File: config.mk
export PLATFORM = sky130hd
export DESIGN_NAME = trtr_ram
export DESIGN_NICKNAME = d
export VERILOG_FILES = /design/src/rtl/assert_macros.svh /design/src/rtl/trtr_ram.sv
export SDC_FILE = /design/constraint.sdc
export NUM_CORES = 1
export LEC_CHECK = 0
export ABC_AREA = 0
export BUFFER_PORTS_ARGS = -buffer_cell sky130_fd_sc_hd__buf_2
export CORE_MARGIN = 2
export CORE_UTILIZATION = 45
export DETAILED_ROUTE_END_ITERATION = 10
export PLACE_DENSITY_LB_ADDON = 0.12
export SLEW_MARGIN = 20
export SYNTH_ARGS = -nofsm -noshare
export SYNTH_HDL_FRONTEND = slang
export SYNTH_SLANG_ARGS = --single-unit
File: constraint.sdc
create_clock -name i_clk -period 2.1 [get_ports i_clk]
set_input_delay 0 -clock i_clk [delete_from_list [all_inputs] [get_ports i_clk]]
set_output_delay 0 -clock i_clk [all_outputs]
set_load 0.02 [all_outputs]
File: src/rtl/assert_macros.svh
// Assertion helpers, clocked on i_clk and disabled during reset.
`ifndef ASSERT_MACROS_SVH
`define ASSERT_MACROS_SVH

// Same-cycle implication.
`define A_IMPLY(lbl, a, c) lbl: assert property (@(posedge i_clk) disable iff (!i_rst_n) \
    (a) |-> (c)) else $error("assertion failed");

// Next-cycle implication.
`define A_NEXT(lbl, a, c) lbl: assert property (@(posedge i_clk) disable iff (!i_rst_n) \
    (a) |=> (c)) else $error("assertion failed");

`endif

File: src/rtl/trtr_ram.sv
module trtr_ram #(
    parameter int WIDTH = 16,
    parameter int DEPTH = 64
) (
    input  logic                                 i_clk,
    input  logic                                 i_wr_en,
    input  logic [(DEPTH > 1 ? $clog2(DEPTH) : 1)-1:0] i_wr_addr,
    input  logic [WIDTH-1:0]                     i_wr_data,
    input  logic                                 i_rd_en,
    input  logic [(DEPTH > 1 ? $clog2(DEPTH) : 1)-1:0] i_rd_addr,
    output logic [WIDTH-1:0]                     o_rd_data
);

    logic [WIDTH-1:0] r_mem [DEPTH];
    logic [WIDTH-1:0] r_rd_data;

    always_ff @(posedge i_clk) begin
        if (i_wr_en) begin
            r_mem[i_wr_addr] <= i_wr_data;
        end
        if (i_rd_en) begin
            r_rd_data <= r_mem[i_rd_addr];
        end
    end

    assign o_rd_data = r_rd_data;

endmodule

**Yosys cells after proc, flatten, opt, wreduce, memory -nomap -nowiden**

Memory sizes are Yosys's and may differ from the RTL's. A register that Yosys moved wholly into a read port is not among the register bits.
Cells that the tools add are included.

- Div/mod/pow operators: 0
- $lt $le $gt $ge: 0
- Shift operators: 0
- Equal/unequal tests: 0
- Multiply operators: 0
- Add/sub/neg operators: 0
- Mux-type cells: 2
- Bitwise operators: 0
- Reduce and logical (&&, ||, !) cells: 0

Operators with widths:

| kind | number |
|---|---|
| $mux 1 | 2 |

- Memories: 1
- ROM bits: 0
- Output and inout bits: 16
- RAM bits: 1024
- Register bits: 0
- Input port bits: 31
- Word-level logic and storage cells: 3
- Latch bits: 0

Memory list:

| memory | words | width | read ports | clocked after Yosys merged registers in | write ports | RTL line | text |
|---|---|---|---|---|---|---|---|
| r_mem | 64 | 16 | 1 | 1 | 1 | trtr_ram.sv:14 | `logic [WIDTH-1:0] r_mem [DEPTH];` |

**Depth between registers and ports, before layout**

Gate-level depths: netlist (run 1).

- Depth after elaboration: 2
- Depth in mapped cells: 10
- Gate-level depth less buffers: 5

**Worst setup path before layout (run 1)**

OpenSTA, ideal clock, no wires.

- Path kind: input port to flip-flop
- Start point: input port i_wr_addr[3] (netlist bit)
- End point: memory r_mem[48][0], enable pin
- Setup time: 0.409 ns
- Stages: 4
- Path buffers: 1
- Path slack: 0.065 ns
- Arrival: 1.626 ns
- Data required time: 1.691 ns
- Cells stage by stage: clkbuf_1 -> nor2b_1 -> nand4b_1 -> nor3_1

RTL lines:

| item | RTL line | text |
|---|---|---|
| start, declared | trtr_ram.sv:7 | `input logic [(DEPTH > 1 ? $clog2(DEPTH) : 1)-1:0] i_wr_addr,` |
| end, declared | trtr_ram.sv:14 |  |

Straight into the memory's write port.

==> results.py, run 1 <==
metrics = {
    "sta": {
        "fin_ws_ns": 0.0525,
        "slew_viol_final": 0,
        "fin_skew_ns": 0.0191,
        "max_freq_mhz": 488,
        "finalCritPeriodShare": 0.975,
        "hold_violations": 0,
        "period_needed_ns": 2.05,
        "worst_pin_slew_ns": 0.859,
        "finalSetupViolCount": 0,
        "slew_headroom": 0.427,
        "rsz0062_at_grt": "yes",
        "setup_tns_ns": 0,
    },
    "global_routing": {
        "grt_pass1_wl_um": 145000,
        "track_usage": 0.224,
        "gr-total-overflow": 0,
        "grt_max_degree": 65,
        "grt_pass1_vias": 20300,
        "antenna_found_initial": 9,
    },
    "pwr": {
        "cellLeakagePower_nw": 15.5,
        "combPwrFrac": 0.058,
        "swShare": 0.211,
        "ir_worst_vdd_uv": 672,
        "seqPwrFrac": 0.516,
        "p_int_mw": 35.3,
        "p_clk_frac": 0.426,
        "switchingPower_mw": 9.43,
        "power_mw": 44.7,
        "cellPowerDensity_nw_per_um2": 936,
    },
    "floorplanning": {
        "num_rows": 109,
        "core_um2": 88500,
        "initial_core_util": 0.454,
        "ios": 47,
        "die_h_um": 303,
        "die_x_um": 303,
        "dieArea_um2": 91700,
    },
    "clock_tree": {
        "clock_path_buffers": 3,
        "cts.clk_slew.worst_paths_ns": 0.06,
        "h-tree-depth": 3,
        "cts.sinks": 1040,
        "cts_setup_buffers": 0,
        "cts-buffers-inserted": 108,
        "cts-root-buf": "clkbuf_16",
        "cts_tree": "built",
        "clock_latency_ns": 0.67,
    },
    "worst_setup_path": {
        "critical_path_arrival_ns": 2.45,
        "cp_slowest_stage_delay_ns": 0.47,
        "path_max_fanout": 1,
        "start_kind": "flop",
        "critPathSlowestCell": "mux4_2",
        "crit_chain": "mux4_2, mux2i_1, a22oi_1, a31oi_1, buf_4, a311oi_1",
        "worst-path-buf-inv": 1,
        "crit_path_end_kind": "flop",
        "required_ns": 2.50,
        "worstSetupPathType": "flop to flop",
        "critical_path.top_delay_family": "multiplexers",
    },
    "logic_synthesis": {
        "postSynth.asyncResetShare": 0,
        "yosys_warnings": 0,
        "avgSynthCellArea_um2": 22.0,
        "postSynthCellCount": 1829,
        "synthesis.area_um2": 40200,
        "synth_flop_cell": "edfxtp_1",
        "syn_nets": 1860,
        "synth-seq-cells": 1040,
        "synth_edf_count": 1040,
        "ys_seq_area_frac": 0.777,
        "synth_cell_types": 42,
    },
    "routing": {
        "via_count": 19700,
        "drt_pre_antenna_iters": 10,
        "drc": 10,
        "ant_nets": 0,
        "drtIter0Drc": 2001,
        "vias_per_cell": 5.75,
        "drt-total-wl_um": 101000,
        "drt-wirelength-per-cell_um": 29.6,
    },
    "cells_and_area": {
        "drive_gt1_frac": 0.323,
        "syn2layout_area_growth_pct": 18.7,
        "final_cells": 3420,
        "layout.nets": 2196,
    },
    "placement": {
        "gp_congestion": 0.800,
        "dp_cells": 3203,
        "place_ws_ns": -0.232,
        "dpl.hpwl_um": 64200,
        "io_buffers": 46,
    },
    "run_status": {
        "status": "complete, but fails checks",
        "violations": "DRC",
    },
    "job": {
        "maxCapViolations": 0,
    },
    "worst_hold_path": {
        "holdCritPathClass": "input pin to flop",
    },
}
## layout make-up
cell class              count  area [um^2]
well taps                1165         1460
clock buffers             129         2780
flip-flops and latches   1040        31200
diodes                      4         10.0
multi-input cells         685         8310
fillers                  6849        40800
clock inverters            67          737
repair buffers            330         3210
## cell usage after synthesis, types with 2 or more instances
library cell  instances  area (um^2)
nor4_2                3         37.5
nor3_1                2         10.0
a211o_1               8         70.1
nand2b_1              3         18.8
buf_1                 3         11.3
buf_8                 3         45.0
and4_1                5         43.8
and2_1                2         12.5
a311oi_1              8         70.1
buf_4                13         97.6
nand3_1              24          120
nand3b_1              2         15.0
a31oi_1               8         50.1
a22oi_1              39          293
edfxtp_1           1040        31200
a221o_1               6         60.1
mux2i_1              85          851
nor2_1               72          270
buf_2                36          180
buf_12                5          100
nand4_1              12         75.1
a41oi_1               5         43.8
clkbuf_2              2         10.0
nor2_2                2         12.5
clkbuf_1             24         90.1
a211oi_1              8         60.1
mux4_1                4          105
buf_6                17          191
nand2_1              59          221
o21ai_1               3         15.0
o21ai_0               5         25.0
a221oi_1             16          140
a21oi_1              17         85.1
mux2_2               27          304
mux4_2              220         4950
a22o_1                6         52.6
nor2b_1              30          188
## metrics by stage
stage / hold WS [ns] / utilization / area (um^2)
floorplan: 0.0989 / - / 40200
global placement: 0.454 / 0.497 / 44000
detailed placement: 0.446 / 0.497 / 44000
CTS: 0.0331 / 0.539 / 47700
global route: 0.0688 / 0.539 / 47700
finish: 0.0594 / 0.539 / 47700
## what timing repair did
item / in CTS / in global routing
endpoints found under the setup margin: 1 / 6
endpoints found under the hold margin: 543 / 0
hold buffers: 17 / 0
pin swaps: 0 / 5
gates resized for setup: 1 / 9
## registers in the layout, summed over array words and instances (netlist names)
register,flops
r_mem,1024
o_rd_data,16
## metal layers
metal  global-route usage  routed length [um]  up-vias
met3               0.0335                5960      130
li1                     -                   -     8378
met5                    0                   0        -
met1                0.315               42900    10600
met2                0.369               50200      601
met4               0.0596                2280        0
## worst paths after layout
path                            slack [ns]  depth (start not counted)             to           from
worst max-delay path                  0.05                          6   o_rd_data[4]    r_mem[7][4]
worst min-delay path                  0.06                          2   r_mem[3][14]  i_wr_data[14]
worst max register to register        0.05                          6   o_rd_data[4]    r_mem[7][4]
worst min register to register        0.92                          5  o_rd_data[14]  r_mem[62][14]
## cells by family (layout without fill, tap and decap cells)
kind of cell	after synthesis	in the layout	synth area share
and+or+nand+nor	220	220	0.0264
AOI/OAI and AO/OA	129	129	0.0240
DFF	1040	1040	0.777
muxes	336	336	0.155
other	0	4	0
buffers and inverters	104	526	0.0182
## worst reg2reg max path, stage by stage, from the launching register on
cell	delay, ns
edfxtp_1	0.36
mux4_2	0.47
mux2i_1	0.24
a22oi_1	0.22
a31oi_1	0.26
buf_4	0.18
a311oi_1	0.06
## power by group through the flow
stage | sequential [mW] | clock, mW | combinational, mW
after floorplan | 23.5 | 0 | 1.19
after global placement | 23.5 | 0 | 2.55
after detailed placement | 23.5 | 0 | 2.58
after CTS | 23.1 | 19.4 | 2.61
after global routing | 23.1 | 20.3 | 2.74
final | 23.1 | 19.0 | 2.58
## layout by cell type (no fill, tap or decap), drive strengths merged, types with 2 or more instances in the layout
master       instances
a211o                8
a211oi               8
a21oi               17
a221o                6
a221oi              16
a22o                 6
a22oi               39
a311oi               8
a31oi                8
a41oi                5
and2                 2
and4                 5
buf                313
bufinv              14
clkbuf             129
clkinv              44
clkinvlp             4
diode                4
dlygate4sd3         17
edfxtp            1040
inv                  5
mux2                27
mux2i               85
mux4               224
nand2               60
nand2b               3
nand3               24
nand3b               2
nand4               12
nor2                74
nor2b               30
nor3                 2
nor4                 3
o21ai                8
Power figures use the tool's default switching activity.
==> run 2: changes to the inputs <==
--- a/config.mk
+++ b/config.mk
@@ -11,6 +11,7 @@
 export CORE_UTILIZATION = 45
 export DETAILED_ROUTE_END_ITERATION = 10
 export PLACE_DENSITY_LB_ADDON = 0.12
+export SETUP_SLACK_MARGIN = 0.15
 export SLEW_MARGIN = 20
 export SYNTH_ARGS = -nofsm -noshare
 export SYNTH_HDL_FRONTEND = slang
==> results.py, run 2 (same netlist as run 1, synthesis figures left out) <==
metrics = {
    "global_routing": {
        "grt_max_degree": 65,
        "antenna_found_initial": 6,
        "track_usage": 0.223,
        "use_met1": 0.312,
        "globalRouteMet3Util": 0.0385,
        "gr-total-overflow": 0,
        "grt_pass1_vias": 20000,
        "grt_pass1_wl_um": 144000,
        "grt_busiest_layer": "met2",
        "grt_use_met2": 0.367,
    },
    "clock_tree": {
        "h-tree-depth": 3,
        "cts.sinks": 1040,
        "clock_latency_ns": 0.67,
        "cts.clk_slew.worst_paths_ns": 0.06,
        "cts_setup_buffers": 0,
        "clock_path_buffers": 3,
        "cts-buffers-inserted": 107,
        "cts_tree": "built",
        "cts-root-buf": "clkbuf_16",
    },
    "pwr": {
        "swShare": 0.210,
        "p_int_mw": 35.4,
        "combPwrFrac": 0.058,
        "ir_worst_vdd_uv": 932,
        "switchingPower_mw": 9.43,
        "cellLeakagePower_nw": 15.4,
        "power_mw": 44.9,
        "cellPowerDensity_nw_per_um2": 940,
        "seqPwrFrac": 0.514,
        "p_clk_frac": 0.428,
    },
    "sta": {
        "fin_skew_ns": 0.0168,
        "worst_pin_slew_ns": 1.05,
        "finalCritPeriodShare": 0.963,
        "slew_viol_final": 0,
        "rsz0062_at_grt": "yes",
        "fin_ws_ns": 0.0771,
        "finalSetupViolCount": 0,
        "max_freq_mhz": 494,
        "hold_violations": 0,
        "slew_headroom": 0.298,
        "period_needed_ns": 2.02,
    },
    "placement": {
        "gp_congestion": 0.861,
        "io_buffers": 46,
        "place_ws_ns": -0.339,
        "dpl.hpwl_um": 63600,
    },
    "worst_setup_path": {
        "worstSetupPathType": "flop to flop",
        "critical_path.endpoint": "o_rd_data[2]",
        "cp-startpoint": "r_mem[20][2]",
        "rr_startpoint": "r_mem[20][2]",
        "path_max_fanout": 1,
        "crit_path_end_kind": "flop",
        "timing.rr.end": "o_rd_data[2]",
        "r2r_slack_ns": 0.08,
        "ff2ff_path_depth": 5,
        "critical_path_arrival_ns": 2.44,
        "required_ns": 2.52,
        "start_kind": "flop",
    },
    "run_status": {
        "violations": "DRC",
        "status": "complete, but fails checks",
    },
    "floorplanning": {
        "ios": 47,
        "dieArea_um2": 91700,
        "initial_core_util": 0.454,
        "die_h_um": 303,
        "die_x_um": 303,
        "num_rows": 109,
        "core_um2": 88500,
    },
    "cells_and_area": {
        "regArea_um2": 31200,
        "layout_commonest_cell": "edfxtp_1",
        "drive_gt1_frac": 0.332,
        "layout.nets": 2174,
        "top_register": "r_mem",
        "final_cell_mix": "edfxtp_1, mux4_2, buf_4",
        "syn2layout_area_growth_pct": 18.7,
        "fillers": 6797,
        "multi_input_area_um2": 8490,
        "largest_register_ffs": 1024,
    },
    "routing": {
        "drtIter0Drc": 1866,
        "drt_pre_antenna_iters": 10,
        "via_count": 19500,
        "drt-wirelength-per-cell_um": 29.6,
        "vias_per_cell": 5.73,
        "ant_nets": 0,
        "drt-total-wl_um": 101000,
        "drc": 8,
    },
    "job": {
        "maxCapViolations": 0,
    },
    "worst_hold_path": {
        "min_path_cells": 1,
        "holdCritPathClass": "input pin to flop",
    },
}
-- run 2: cell types whose count changed in the layout (fill, tap and decap cells not counted), moves of 4 or more --
cell      previous run  this run
clkinv_1            30        19
mux2i_1             83        74
buf_6                1         7
clkinv_2            12        25
buf_12              62        55
mux2i_4              0         7
nor2_2               6         2
a31oi_4              0         4
nor2_1              68        72
buf_4              205       185
-- run 2: area by class of cell --
class | instances | share of cell area
multi-input combinational | 685 | 0.178
clock inverter | 72 | 0.0160
clock buffer | 127 | 0.0586
antenna | 5 | 0.000262
tap | 1165 | 0.0305
timing repair buffer | 309 | 0.0625
sequential | 1040 | 0.654
-- run 2: power by group through the flow --
stage | Combinational, mW | Sequential (mW) | Clock, mW
3_5_place_dp | 2.52 | 23.5 | 0
2_1_floorplan | 1.19 | 23.5 | 0
3_3_place_gp | 2.48 | 23.5 | 0
5_1_grt | 2.73 | 23.1 | 20.3
6_report | 2.58 | 23.1 | 19.2
4_1_cts | 2.61 | 23.1 | 19.5
-- run 2: layer usage --
layer | share of wire | routed length [um]
met3 | 0.061 | 6160
met1 | 0.42 | 42700
met2 | 0.49 | 49400
met5 | 0.00038 | 38
met4 | 0.023 | 2280
-- run 2: worst min-delay path by stage --
| stage | start | endpoint | slack (ns) |
|---|---|---|---|
| after global routing | i_wr_data[2] | r_mem[19][2] | 0.03 |
| after CTS | i_wr_data[2] | r_mem[43][2] | 0.002 |
| final | i_wr_data[2] | r_mem[19][2] | 0.04 |
| after global placement | i_wr_data[7] | r_mem[54][7] | 0.40 |
| after detailed placement | i_wr_data[7] | r_mem[55][7] | 0.41 |
| after floorplan | i_wr_data[0] | r_mem[0][0] | 0.1 |
-- run 2: what timing repair did --
item	in CTS	in global routing
resized for setup	38	10
hold endpoints to repair	549	0
hold buffers	17	0
pin swaps	23	14
setup endpoints to repair	11	13
-- run 2: worst max-delay path, cell delays in order, from the launching register on --
cell and delay [ns]:
edfxtp_1 0.38, mux4_2 0.45, mux2_4 0.28, nand2_2 0.07, nand4_1 0.25, and4_4 0.35
-- run 2: per-stage QoR --
step | utilization | cell area [um^2] | std cells | TNS (ns) | hold WS [ns]
6_report | 0.539 | 47700 | 3403 | 0 | 0.0353
5_1_grt | 0.539 | 47700 | 3398 | 0 | 0.0321
4_1_cts | 0.539 | 47700 | 3398 | 0 | 0.00243
3_5_place_dp | 0.494 | 43700 | 3182 | -2.14 | 0.412
3_3_place_gp | 0.494 | 43700 | 3182 | -2.17 | 0.397
2_1_floorplan | - | 40200 | 1829 | 0 | 0.0989
